File: config.mk
export PLATFORM = sky130hd
export DESIGN_NAME = color_key_sparse_row_packer_core
export DESIGN_NICKNAME = d
export VERILOG_FILES = /design/src/rtl/ckrp_pkg.sv /design/src/rtl/ckrp_ctrl.sv /design/src/rtl/ckrp_dp.sv /design/src/rtl/color_key_sparse_row_packer_core.sv
export SDC_FILE = /design/constraint.sdc
export NUM_CORES = 2
export LEC_CHECK = 0
export BUFFER_PORTS_ARGS = -buffer_cell sky130_fd_sc_hd__buf_2
export CAP_MARGIN = 30
export CORE_MARGIN = 3
export CORE_UTILIZATION = 25
export DETAILED_ROUTE_END_ITERATION = 10
export MAX_ROUTING_LAYER = met4
export PLACE_DENSITY = 0.45
export SYNTH_ARGS = -nofsm -noshare
export SYNTH_HDL_FRONTEND = slang
export SYNTH_SLANG_ARGS = --single-unit
File: constraint.sdc
create_clock -name clk -period 6.9 [get_ports clk]
set_clock_uncertainty 0.15 [all_clocks]
set_input_delay 0.69 -clock clk [delete_from_list [all_inputs] [get_ports clk]]
set_output_delay 0.69 -clock clk [all_outputs]
set_load 0.02 [all_outputs]
File: src/rtl/ckrp_pkg.sv
`timescale 1ns / 1ps
// ----------------------------------------------------------------------------
// ckrp_pkg
// Shared types and constants for the color-key sparse row packer.
// ----------------------------------------------------------------------------
package ckrp_pkg;
	localparam int MAX_WIDTH = 124;
	localparam int CW = 7;
	localparam int AW = 7;

	localparam logic [1:0] REG_WIDTH  = 2'd0;
	localparam logic [1:0] REG_HEIGHT = 2'd1;
	localparam logic [1:0] REG_KEY    = 2'd2;
	localparam logic [1:0] REG_CAP    = 2'd3;

	typedef enum logic [2:0] {
		ST_IDLE,
		ST_HDR,
		ST_LIT,
		ST_TAIL,
		ST_NONE
	} state_t;

	// word being built by the datapath
	typedef enum logic [1:0] {
		W_HDR,
		W_LIT,
		W_ZERO,
		W_SKIP
	} wsel_t;

	typedef struct packed {
		logic   take;       // latch pixel
		logic   put;        // produce result
		wsel_t  wsel;
		logic   lit_step;   // advance literal pointer
		logic   clr_run;    // clear skip and run
		logic   bump_skip;  // skip += 1
		logic   is_last;
		logic   finish;     // end-of-pixel position update
	} cmd_t;

	typedef struct packed {
		logic is_key;
		logic run_nz;
		logic row_end;
		logic lit_more;     // more literal words remain after this one
		logic out_busy;     // output register full and stalled
	} sts_t;
endpackage

File: src/rtl/ckrp_ctrl.sv
`timescale 1ns / 1ps
// ----------------------------------------------------------------------------
// ckrp_ctrl
// Sequencer: walks header, literal and tail words for each pixel.
// ----------------------------------------------------------------------------
module ckrp_ctrl (
	input  logic          clk,
	input  logic          arst_n,
	input  logic          in_valid,
	output logic          in_stall,
	input  ckrp_pkg::sts_t sts,
	output ckrp_pkg::cmd_t cmd
);
	import ckrp_pkg::*;

	state_t state_q, state_n;
	logic   key_q;

	always_ff @(posedge clk or negedge arst_n) begin
		if (!arst_n) begin
			state_q <= ST_IDLE;
			key_q   <= 1'b0;
		end else begin
			state_q <= state_n;
			if (cmd.take) key_q <= sts.is_key;
		end
	end

	// Pixel is latched in IDLE; decision uses run/row state of the latch.
	always_comb begin
		state_n = state_q;
		unique case (state_q)
			ST_IDLE: if (in_valid) state_n = ST_NONE;
			ST_NONE: begin
				if (!sts.out_busy) begin
					if (key_q && sts.run_nz) state_n = ST_HDR;
					else if (!key_q && sts.row_end) state_n = ST_HDR;
					else if (key_q && sts.row_end) state_n = ST_TAIL;
					else state_n = ST_TAIL;
				end
			end
			ST_HDR: if (!sts.out_busy) state_n = sts.run_nz ? ST_LIT : ST_TAIL;
			ST_LIT: if (!sts.out_busy && !sts.lit_more) begin
				state_n = (key_q && !sts.row_end) ? ST_IDLE : ST_TAIL;
			end
			ST_TAIL: if (!sts.out_busy) state_n = ST_IDLE;
			default: state_n = ST_IDLE;
		endcase
	end

	always_comb begin
		cmd = '0;
		cmd.wsel = W_HDR;
		in_stall = 1'b1;
		unique case (state_q)
			ST_IDLE: begin
				in_stall = 1'b0;
				cmd.take = in_valid;
			end
			ST_NONE: ;
			ST_HDR: if (!sts.out_busy) begin
				cmd.put = 1'b1;
				cmd.wsel = W_HDR;
			end
			ST_LIT: if (!sts.out_busy) begin
				cmd.put = 1'b1;
				cmd.wsel = W_LIT;
				cmd.lit_step = 1'b1;
				if (!sts.lit_more) begin
					cmd.clr_run = 1'b1;
					// key mid-row: the last literal closes the request
					if (key_q && !sts.row_end) begin
						cmd.bump_skip = 1'b1;
						cmd.is_last = 1'b1;
						cmd.finish = 1'b1;
					end
				end
			end
			ST_TAIL: if (!sts.out_busy) begin
				// key: bump skip, emit skip word on row end; opaque: zero word on row end
				cmd.bump_skip = key_q;
				cmd.put = sts.row_end;
				cmd.wsel = key_q ? W_SKIP : W_ZERO;
				cmd.is_last = 1'b1;
				cmd.finish = 1'b1;
			end
			default: ;
		endcase
	end

	assert property (@(posedge clk) disable iff (!arst_n)
		cmd.take |=> state_q == ST_NONE)
		else $error("take did not start sequence");
	assert property (@(posedge clk) disable iff (!arst_n)
		cmd.finish |=> state_q == ST_IDLE)
		else $error("finish did not return to idle");
	assert property (@(posedge clk) disable iff (!arst_n)
		cmd.lit_step |-> !cmd.take)
		else $error("conflicting commands");
endmodule

File: src/rtl/ckrp_dp.sv
`timescale 1ns / 1ps
// ----------------------------------------------------------------------------
// ckrp_dp
// Datapath: config, position counters, run buffer, capacity and output reg.
// ----------------------------------------------------------------------------
module ckrp_dp (
	input  logic          clk,
	input  logic          arst_n,
	input  logic [15:0]   pixel,
	input  logic          cfg_valid,
	input  logic [1:0]    cfg_index,
	input  logic [23:0]   cfg_data,
	input  ckrp_pkg::cmd_t cmd,
	output ckrp_pkg::sts_t sts,
	output logic          out_valid,
	input  logic          out_stall,
	output logic [31:0]   out_word,
	output logic          word_valid,
	output logic          last,
	output logic          frame_done,
	output logic          status,
	output logic [23:0]   frame_words
);
	import ckrp_pkg::*;

	logic [6:0]  width_q;
	logic [15:0] height_q, key_q, row_q;
	logic [23:0] cap_q, used_q;
	logic [CW-1:0] col_q, skip_q, run_q, ptr_q;
	logic        ovf_q;
	logic [15:0] mem [MAX_WIDTH];
	logic [15:0] rd_lo_q, rd_hi_q;
	logic [CW-1:0] run_eff;

	logic [6:0]  w_eff;
	logic [15:0] h_eff;
	logic        row_end, frame_end, is_key;

	always_comb begin
		w_eff = width_q;
		if (w_eff == 7'd0) w_eff = 7'd1;
		if (w_eff > 7'(MAX_WIDTH)) w_eff = 7'(MAX_WIDTH);
		h_eff = (height_q == 16'd0) ? 16'd1 : height_q;
	end
	assign row_end   = ({1'b0, col_q} + 8'd1) >= {1'b0, w_eff};
	assign frame_end = row_end && (({1'b0, row_q} + 17'd1) >= {1'b0, h_eff});
	assign is_key    = (pixel == key_q);

	always_ff @(posedge clk or negedge arst_n) begin
		if (!arst_n) begin
			width_q  <= 7'(MAX_WIDTH);
			height_q <= 16'd1;
			key_q    <= 16'd0;
			cap_q    <= 24'hFFFFFF;
		end else if (cfg_valid) begin
			unique case (cfg_index)
				REG_WIDTH:  width_q  <= cfg_data[6:0];
				REG_HEIGHT: height_q <= cfg_data[15:0];
				REG_KEY:    key_q    <= cfg_data[15:0];
				REG_CAP:    cap_q    <= cfg_data;
				default: ;
			endcase
		end
	end

	// Buffer the opaque pixel at take; run_q then counts it, so later states see it.
	always_ff @(posedge clk) begin
		if (cmd.take && !is_key && run_q < CW'(MAX_WIDTH)) mem[run_q[AW-1:0]] <= pixel;
	end

	// Read pair registered; ptr advances one pair per literal word.
	logic [CW-1:0] rd_a, rd_b;
	assign rd_a = cmd.lit_step ? ptr_q + CW'(2) : ptr_q;
	assign rd_b = rd_a + CW'(1);
	always_ff @(posedge clk) begin
		rd_lo_q <= mem[(rd_a < CW'(MAX_WIDTH)) ? rd_a[AW-1:0] : AW'(0)];
		rd_hi_q <= mem[(rd_b < CW'(MAX_WIDTH)) ? rd_b[AW-1:0] : AW'(0)];
	end

	// Opaque pixel joins the run at take, so a key flush sees the old run only.
	always_ff @(posedge clk or negedge arst_n) begin
		if (!arst_n) begin
			col_q <= '0; row_q <= '0; skip_q <= '0; run_q <= '0; ptr_q <= '0;
			used_q <= '0; ovf_q <= 1'b0;
			out_valid <= 1'b0;
		end else begin
			if (out_valid && !out_stall) out_valid <= 1'b0;
			if (cmd.take) begin
				ptr_q <= '0;
				if (!is_key && run_q < CW'(MAX_WIDTH)) run_q <= run_q + CW'(1);
			end
			if (cmd.lit_step) ptr_q <= ptr_q + CW'(2);
			if (cmd.put) begin
				if (!ovf_q && used_q < cap_q) used_q <= used_q + 24'd1;
				else ovf_q <= 1'b1;
			end
			if (cmd.clr_run) begin
				skip_q <= '0; run_q <= '0;
			end
			if (cmd.is_last) begin
				out_valid <= 1'b1;
				// a flush in the same cycle restarts the skip count from zero
				if (cmd.bump_skip && !row_end)
					skip_q <= (cmd.clr_run ? CW'(0) : skip_q) + CW'(1);
			end else if (cmd.put) out_valid <= 1'b1;
			if (cmd.finish) begin
				if (row_end) begin
					col_q <= '0; skip_q <= '0; run_q <= '0;
					if (frame_end) begin
						row_q <= '0; used_q <= '0; ovf_q <= 1'b0;
					end else row_q <= row_q + 16'd1;
				end else col_q <= col_q + CW'(1);
			end
		end
	end
	assign run_eff = run_q;

	// Output register
	logic        ok;
	logic        ovf_n;
	logic [23:0] used_n;
	logic [31:0] word_n;
	logic [CW-1:0] skip_w;
	assign ok = cmd.put && !ovf_q && used_q < cap_q;
	assign ovf_n = ovf_q || (cmd.put && !ok);
	assign used_n = used_q + (ok ? 24'd1 : 24'd0);
	assign skip_w = skip_q + CW'(1);
	always_comb begin
		case (cmd.wsel)
			W_HDR:  word_n = {9'd0, run_eff, 9'd0, skip_q};
			W_LIT:  word_n = {((ptr_q + CW'(1)) < run_eff) ? rd_hi_q : 16'd0, rd_lo_q};
			W_SKIP: word_n = {25'd0, skip_w};
			default: word_n = 32'd0;
		endcase
	end
	always_ff @(posedge clk) begin
		if (cmd.put || cmd.is_last) begin
			out_word    <= ok ? word_n : 32'd0;
			word_valid  <= ok;
			last        <= cmd.is_last;
			frame_done  <= cmd.is_last && frame_end;
			status      <= ovf_n;
			frame_words <= (cmd.is_last && frame_end && !ovf_n) ? used_n : 24'd0;
		end
	end

	assign sts.is_key   = is_key;
	assign sts.run_nz   = (run_q != '0);
	assign sts.row_end  = row_end;
	assign sts.lit_more = (ptr_q + CW'(2)) < run_eff;
	assign sts.out_busy = out_valid && out_stall;

	assert property (@(posedge clk) disable iff (!arst_n)
		run_q <= CW'(MAX_WIDTH)) else $error("run overran buffer");
	assert property (@(posedge clk) disable iff (!arst_n)
		ovf_q |-> !ok) else $error("word accepted after overflow");
	assert property (@(posedge clk) disable iff (!arst_n)
		(cmd.put || cmd.is_last) |-> !sts.out_busy) else $error("overwrote held word");
endmodule

File: src/rtl/color_key_sparse_row_packer_core.sv
`timescale 1ns / 1ps
// Sequence: a taken pixel goes through the NONE decision state, then HDR and LIT
//   words when a run flushes, then TAIL unless a key pixel flushed the run mid-row;
//   no new pixel is taken until the sequence returns to IDLE; one word per cycle
//   while the held output word is not stalled.
// Reset: arst_n clears counters and loads width 124, height 1, key 0, full
//   capacity; the run buffer is not cleared and is only read after writes.
// ----------------------------------------------------------------------------
// color_key_sparse_row_packer_core
// Top level: joins sequencer and datapath.
// ----------------------------------------------------------------------------
module color_key_sparse_row_packer_core (
	input  logic        clk,
	input  logic        arst_n,
	input  logic        in_valid,
	output logic        in_stall,
	input  logic [15:0] pixel,
	input  logic        cfg_valid,
	output logic        cfg_ready,
	input  logic [1:0]  cfg_index,
	input  logic [23:0] cfg_data,
	output logic        out_valid,
	input  logic        out_stall,
	output logic [31:0] out_word,
	output logic        word_valid,
	output logic        last,
	output logic        frame_done,
	output logic        status,
	output logic [23:0] frame_words
);
	import ckrp_pkg::*;

	cmd_t cmd;
	sts_t sts;

	// configuration is always taken
	assign cfg_ready = 1'b1;

	ckrp_ctrl u_ctrl (
		.clk, .arst_n, .in_valid, .in_stall, .sts, .cmd
	);

	ckrp_dp u_dp (
		.clk, .arst_n, .pixel,
		.cfg_valid, .cfg_index, .cfg_data,
		.cmd, .sts,
		.out_valid, .out_stall, .out_word, .word_valid,
		.last, .frame_done, .status, .frame_words
	);
endmodule
Yosys cells after proc, flatten, opt, wreduce, memory -nomap -nowiden
Memories as Yosys holds them, arrays and structs flattened. A register that Yosys moved wholly into a read port is not among the register bits.
Index checks and enable logic that the tools add are counted.
Word-level totals
  memories: 1
  register bits after elaboration: 197
  word-level logic and storage cells: 159
  RAM bits: 1984
Cells by class
  $lt $le $gt $ge: 9
  reduce and logical (&&, ||, !) cells: 42
  add/sub/neg operators: 12
  muxes and demuxes: 60
  equal/unequal tests: 15
Memory list
  u_dp.mem: words 124, width 16, read ports 2, clocked after memory_dff 2, wr ports 1, RTL line ckrp_dp.sv:31  | logic [15:0] mem [MAX_WIDTH];
Operators by type and width (number)
  two-way mux 7 bit: 18
  two-way mux 24 bit: 5
  case mux 32 bit (3 select lines): 1
  two-way mux 16 bit: 3
  adder 7 x 1 -> 7 bit (second input constant): 6
  two-way mux 3 bit: 10
  adder 24 x 1 -> 24 bit (second input constant): 1
  adder 24 bit: 1
  < comparator 24 bit: 1
  < comparator 7 bit (second input constant): 3
  adder 16 x 1 -> 17 bit (second input constant): 1
  >= comparator 17 x 16 -> 1 bit: 1
  logical AND 1 bit: 17
  adder 16 x 1 -> 16 bit (second input constant): 1
  == test 16 bit: 1
  logical NOT 16 bit: 1
  two-way mux 1 bit: 15
  case mux 3 bit (5 select lines): 1
  < comparator 7 bit: 2
  AND reduction 2 bit: 5
  logical NOT 1 bit: 9
  case mux 3 bit (3 select lines): 1
  adder 7 x 1 -> 8 bit (second input constant): 1
  >= comparator 8 x 7 -> 1 bit: 1
  other kinds (21): 32

Logic depth before layout (Yosys ltp)
  word-level depth: 18
  gate-level depth with buffers: 22

Hierarchy
From an unflattened synthesis, not the netlist that was laid out.
Unflattened totals
  cell total of the unflattened synthesis: 6242
  area total of the unflattened synthesis: 90679.5 um2
Modules (own cells, without submodules)
  ckrp_dp: area an instance 90279.1 um2, sequential area each 65360.2 um2, instances 1, cells each 6187
  ckrp_ctrl: area an instance 389.1 um2, sequential area each 100.1 um2, instances 1, cells each 53
  color_key_sparse_row_packer_core: area an instance 11.3 um2, sequential area each 0.0 um2, instances 1, cells each 2

Least setup slack after synthesis
Ideal clock, no wire load.
  path type: input -> register
  start: in out_stall
  end: reg u_dp.rd_lo_q[5], read port of u_dp.mem
  arrival time: 4541 ps
  setup slack: 2067 ps
  stages: 17
  buffers on the path: 7
  required time: 6608 ps
  cell sequence: a21oi_2 -> buf_2 -> nand2_1 -> inv_1 -> clkbuf_1 -> clkbuf_1 -> ha_1 -> buf_2 -> inv_1 -> buf_2 -> buf_2 -> buf_1 -> mux4_2 -> a21oi_1 -> o21ai_0 -> o311ai_0 -> o311ai_1
On the way
  cells in the longest elaborated chain, start to end: 6
RTL lines
  start: declaration: RTL line color_key_sparse_row_packer_core.sv:23  | input logic out_stall,
  logical AND 1 bit *: RTL line ckrp_dp.sv:151  | assign sts.out_busy = out_valid && out_stall;
  two-way mux 8 bit *: RTL line ckrp_ctrl.sv:65  | ST_LIT: if (!sts.out_busy) begin
  two-way mux 2 bit *: RTL line ckrp_ctrl.sv:55  | unique case (state_q)
  two-way mux 7 bit *: RTL line ckrp_dp.sv:73  | assign rd_a = cmd.lit_step ? ptr_q + CW'(2) : ptr_q;
  < comparator 7 bit: RTL line ckrp_dp.sv:76  | rd_lo_q <= mem[(rd_a < CW'(MAX_WIDTH)) ? rd_a[AW-1:0] : AW'(0)];
  two-way mux 7 bit *: RTL line ckrp_dp.sv:76
  end: declaration: RTL line ckrp_dp.sv:32  | logic [15:0] rd_lo_q, rd_hi_q;
Mark *: on every way between the ends. The rest lies on a longest branch, timed or not.
A chain may end at the register's enable or synchronous reset.

Worst setup path in the final report
  start: reg u_ctrl.state_q[1]
  end: reg u_dp.rd_lo_q[0], read port of u_dp.mem
On the way
  cells in the longest elaborated chain, start to end: 5
RTL lines
  start: declaration: RTL line ckrp_ctrl.sv:16  | state_t state_q, state_n;
  start signal: assignment: RTL line ckrp_ctrl.sv:24  | state_q <= state_n;
  == test 3 x 2 -> 1 bit *: RTL line ckrp_ctrl.sv:55
  two-way mux 2 bit *: RTL line ckrp_ctrl.sv:55
  two-way mux 7 bit *: RTL line ckrp_dp.sv:73
  < comparator 7 bit: RTL line ckrp_dp.sv:76
  two-way mux 7 bit *: RTL line ckrp_dp.sv:76
Marked as above.

==> out/metrics.csv <==
metric;value;unit
status;finished clean;
grt_max_degree;120;
yosys_register_bits;2212;
dieArea;0.3678;mm^2
finalSetupViolCount;0;
max_cap_viol_count;0;
post-route-util;29.93;%
route.detailed.drc;0;
placed_area;0.09867;mm^2
yosysUniqueCellTypes;100;
ys_seq_area_share;72.63;%
wl;364800;um
fin_crit_sh;81.06;%
hold_end;u_dp.mem[74][6];
synth_warnings;0;
drive_above_1_share;18.97;%
clockBufferDepth;4;
stdcell_area;0.1069;mm^2
min_path_cells;1;
postCtsSetupBuffers;0;
reg2reg_to;u_dp.rd_lo_q[0];
gr-usage-all-layers;19.85;%
reg2reg_slack;1310;ps
antenna_found_initial;35;
synth_nets;5943;
clock-root-buffer;clkbuf_16;
worst_pin_slew;1237;ps
p_leak;0.03556;uW
synthToLayoutAreaGrowth;18.64;%
cts_max_level;4;
crit_chain;and2b_1 -> nand2_1 -> inv_1 -> buf_4 -> ha_4 -> inv_8 -> o41ai_1 -> o22a_4 -> buf_12 -> buf_4 -> nand2_1 -> and3_1 -> a311oi_1 -> o31ai_1 -> o32ai_1;
ios;110;
clock-sinks;2212;
rows;219;
peakVddDrop;0.5715;mV
arrival;6200;ps
max_stage_delay;660;ps
path_clk_slew;60;ps
numPortBuffers;108;
startpoint_type;flip-flop;
vias;58050;
critPathCaptureType;flip-flop;
path_max_fanout;26;
hold_path.class;primary input to flip-flop;
wl_per_cell;32.57;um
coreArea;0.3573;mm^2
yosys_most_used_dff;edfxtp_1;
slew_headroom;17.37;%
viasPerCell;5.182;
whs;56.29;ps
power.total;43460;uW
grt-ovfl-total;0;
place_congestion;0.9566;
slew_violations;0;
initial_core_util;25.22;%
clk_latency;920;ps
final_antenna_net_count;0;
die_x;606.4;um
crit_slowest_cell;dfrtp_1;
die_height;606.4;um
synth.avg_cell_area;15.47;um^2
synthCells;5827;
syn-cell-area;0.09013;mm^2
ff2ff_path_depth;15;
nets;6354;
drt-pass1-iter-count;8;
min-delay-start;pixel[6];
r2r_start;u_ctrl.state_q[1];
final_hold_viol_count;0;
cp.required;7500;ps
async_flop_share;6.148;%
setup_tns;0;ps
cts_tree;done;
max_freq;178.8;MHz
num-fill-cells;35670;
finalWorstPathRequiredPeriod;5593;ps
grt_pass1_vias;55600;
rsz0062_at_grt;false;
power.density;406.4;mW/mm^2
dp_hpwl;241400;um
cts_inserted_buffers;241;
initialDrtViolationCount;8331;
crit_type;flip-flop to flip-flop;
grt_pass1_wl;493300;um
synth_edf_count;2044;
## where the power goes
| part | total [uW] | switching (uW) | internal (uW) |
|---|---|---|---|
| Sequential | 15800 | 543 | 15200 |
| Clock | 12900 | 5560 | 7370 |
| Combinational | 14700 | 10100 | 4630 |
## critical path, delay by kind of cell (launching register included)
family                   cells  cell delay (ps)
AND/OR/NAND/NOR              4              860
AO/OA/AOI/OAI                5             2200
buffers and inverters        5             1060
flip-flops                   1              660
adder cells (fa/ha/maj)      1              410
## timing repair
item | in CTS | in global routing
hold buffers | 32 | 0
gates resized for setup | 0 | 0
endpoints found under the hold margin | 156 | 0
## state kept, by name, indices dropped and copies added (netlist names), 16 cells and up
signal / cells
u_dp.rd_hi_q: 16
u_dp.rd_lo_q: 16
u_dp.row_q: 16
u_dp.height_q: 16
u_dp.key_q: 16
u_dp.mem: 1984
u_dp.out_word: 32
u_dp.cap_q: 24
u_dp.used_q: 24
u_dp.frame_words: 24
## routing by layer
layer / up-vias / wire length [um] / GRT usage (%)
met1: 30560 / 151900 / 26.27
met2: 3070 / 165200 / 30.01
met5: - / 0 / -
li1: 23790 / - / -
met3: 624 / 33350 / 4.306
met4: 0 / 14310 / 6.957
## cells in the final DEF, fill, tap and decap left out, types with 22 or more instances in the layout
cell / n
mux2_2: 96
clkbuf_16: 241
dfxtp_1: 32
nor2_1: 352
nor2_2: 39
dfstp_2: 30
xor2_1: 49
ha_1: 68
xnor2_1: 29
nand4_1: 32
buf_2: 96
a221oi_1: 31
buf_12: 25
a211oi_1: 74
a21oi_1: 274
dfrtp_1: 106
or3_1: 25
o21ai_0: 208
clkinv_2: 42
nor3_1: 91
and3_1: 44
a2111oi_0: 25
inv_1: 76
o221ai_1: 75
clkbuf_8: 22
nand2_1: 516
clkbuf_1: 44
clkinv_1: 43
edfxtp_1: 2044
a31oi_1: 67
mux2i_1: 260
nand3_1: 113
dlygate4sd3_1: 32
o22ai_1: 75
o211ai_1: 30
nor4_1: 36
and2_1: 31
buf_4: 327
mux4_2: 158
a22oi_1: 50
## cells by family after synthesis
family          after synthesis  synth area share [%]
compound gates             1163                 8.747
xor+xnor                     80                0.7774
fa+ha+maj                    69                0.9579
buf+inv                     424                 2.098
flops                      2212                 72.63
mux                         514                 8.035
other cells                   1              0.004161
simple gates               1364                 6.751
## cells in the mapped netlist (75+ instances only)
master / n / area, um^2
edfxtp_1: 2044 / 61380
nand2_1: 521 / 1956
nor2_1: 391 / 1468
a21oi_1: 275 / 1376
mux2i_1: 260 / 2603
o21ai_0: 208 / 1041
mux4_2: 158 / 3558
clkbuf_1: 146 / 548.0
nand3_1: 114 / 570.6
buf_2: 113 / 565.5
dfrtp_1: 106 / 2653
mux2_2: 96 / 1081
nor3_1: 91 / 455.4
inv_1: 78 / 292.8
o22ai_1: 78 / 488.0
a211oi_1: 76 / 570.6
o221ai_1: 75 / 656.9
## per-stage QoR
step | instances | setup WS (ps)
2_1_floorplan | 5827 | 2067
3_3_place_gp | 10680 | 647.2
3_5_place_dp | 10710 | 1276
4_1_cts | 11190 | 1410
5_1_grt | 11200 | 1169
6_report | 11200 | 1307
## worst max path at each step
stage / startpoint / to / depth (start not counted)
2_1_floorplan: out_stall / u_dp.rd_lo_q[5] / 17
3_3_place_gp: out_stall / u_dp.rd_hi_q[4] / 11
3_5_place_dp: out_stall / u_dp.rd_lo_q[0] / 16
4_1_cts: u_ctrl.state_q[1] / u_dp.rd_lo_q[0] / 14
5_1_grt: u_dp.row_q[0] / u_dp.used_q[3] / 16
6_report: u_ctrl.state_q[1] / u_dp.rd_lo_q[0] / 15
## final cells by class
class	instances	area, um^2	area share, %
diodes	13	32.53	0.03042
clock buffers	307	6499	6.077
clock inverters	136	1358	1.270
inverters	78	300.3	0.2808
multi-input cells	3191	23080	21.59
flip-flops and latches	2212	65460	61.22
well taps	4751	5944	5.559
repair buffers	514	4255	3.979
Power figures use the tool's default switching activity.
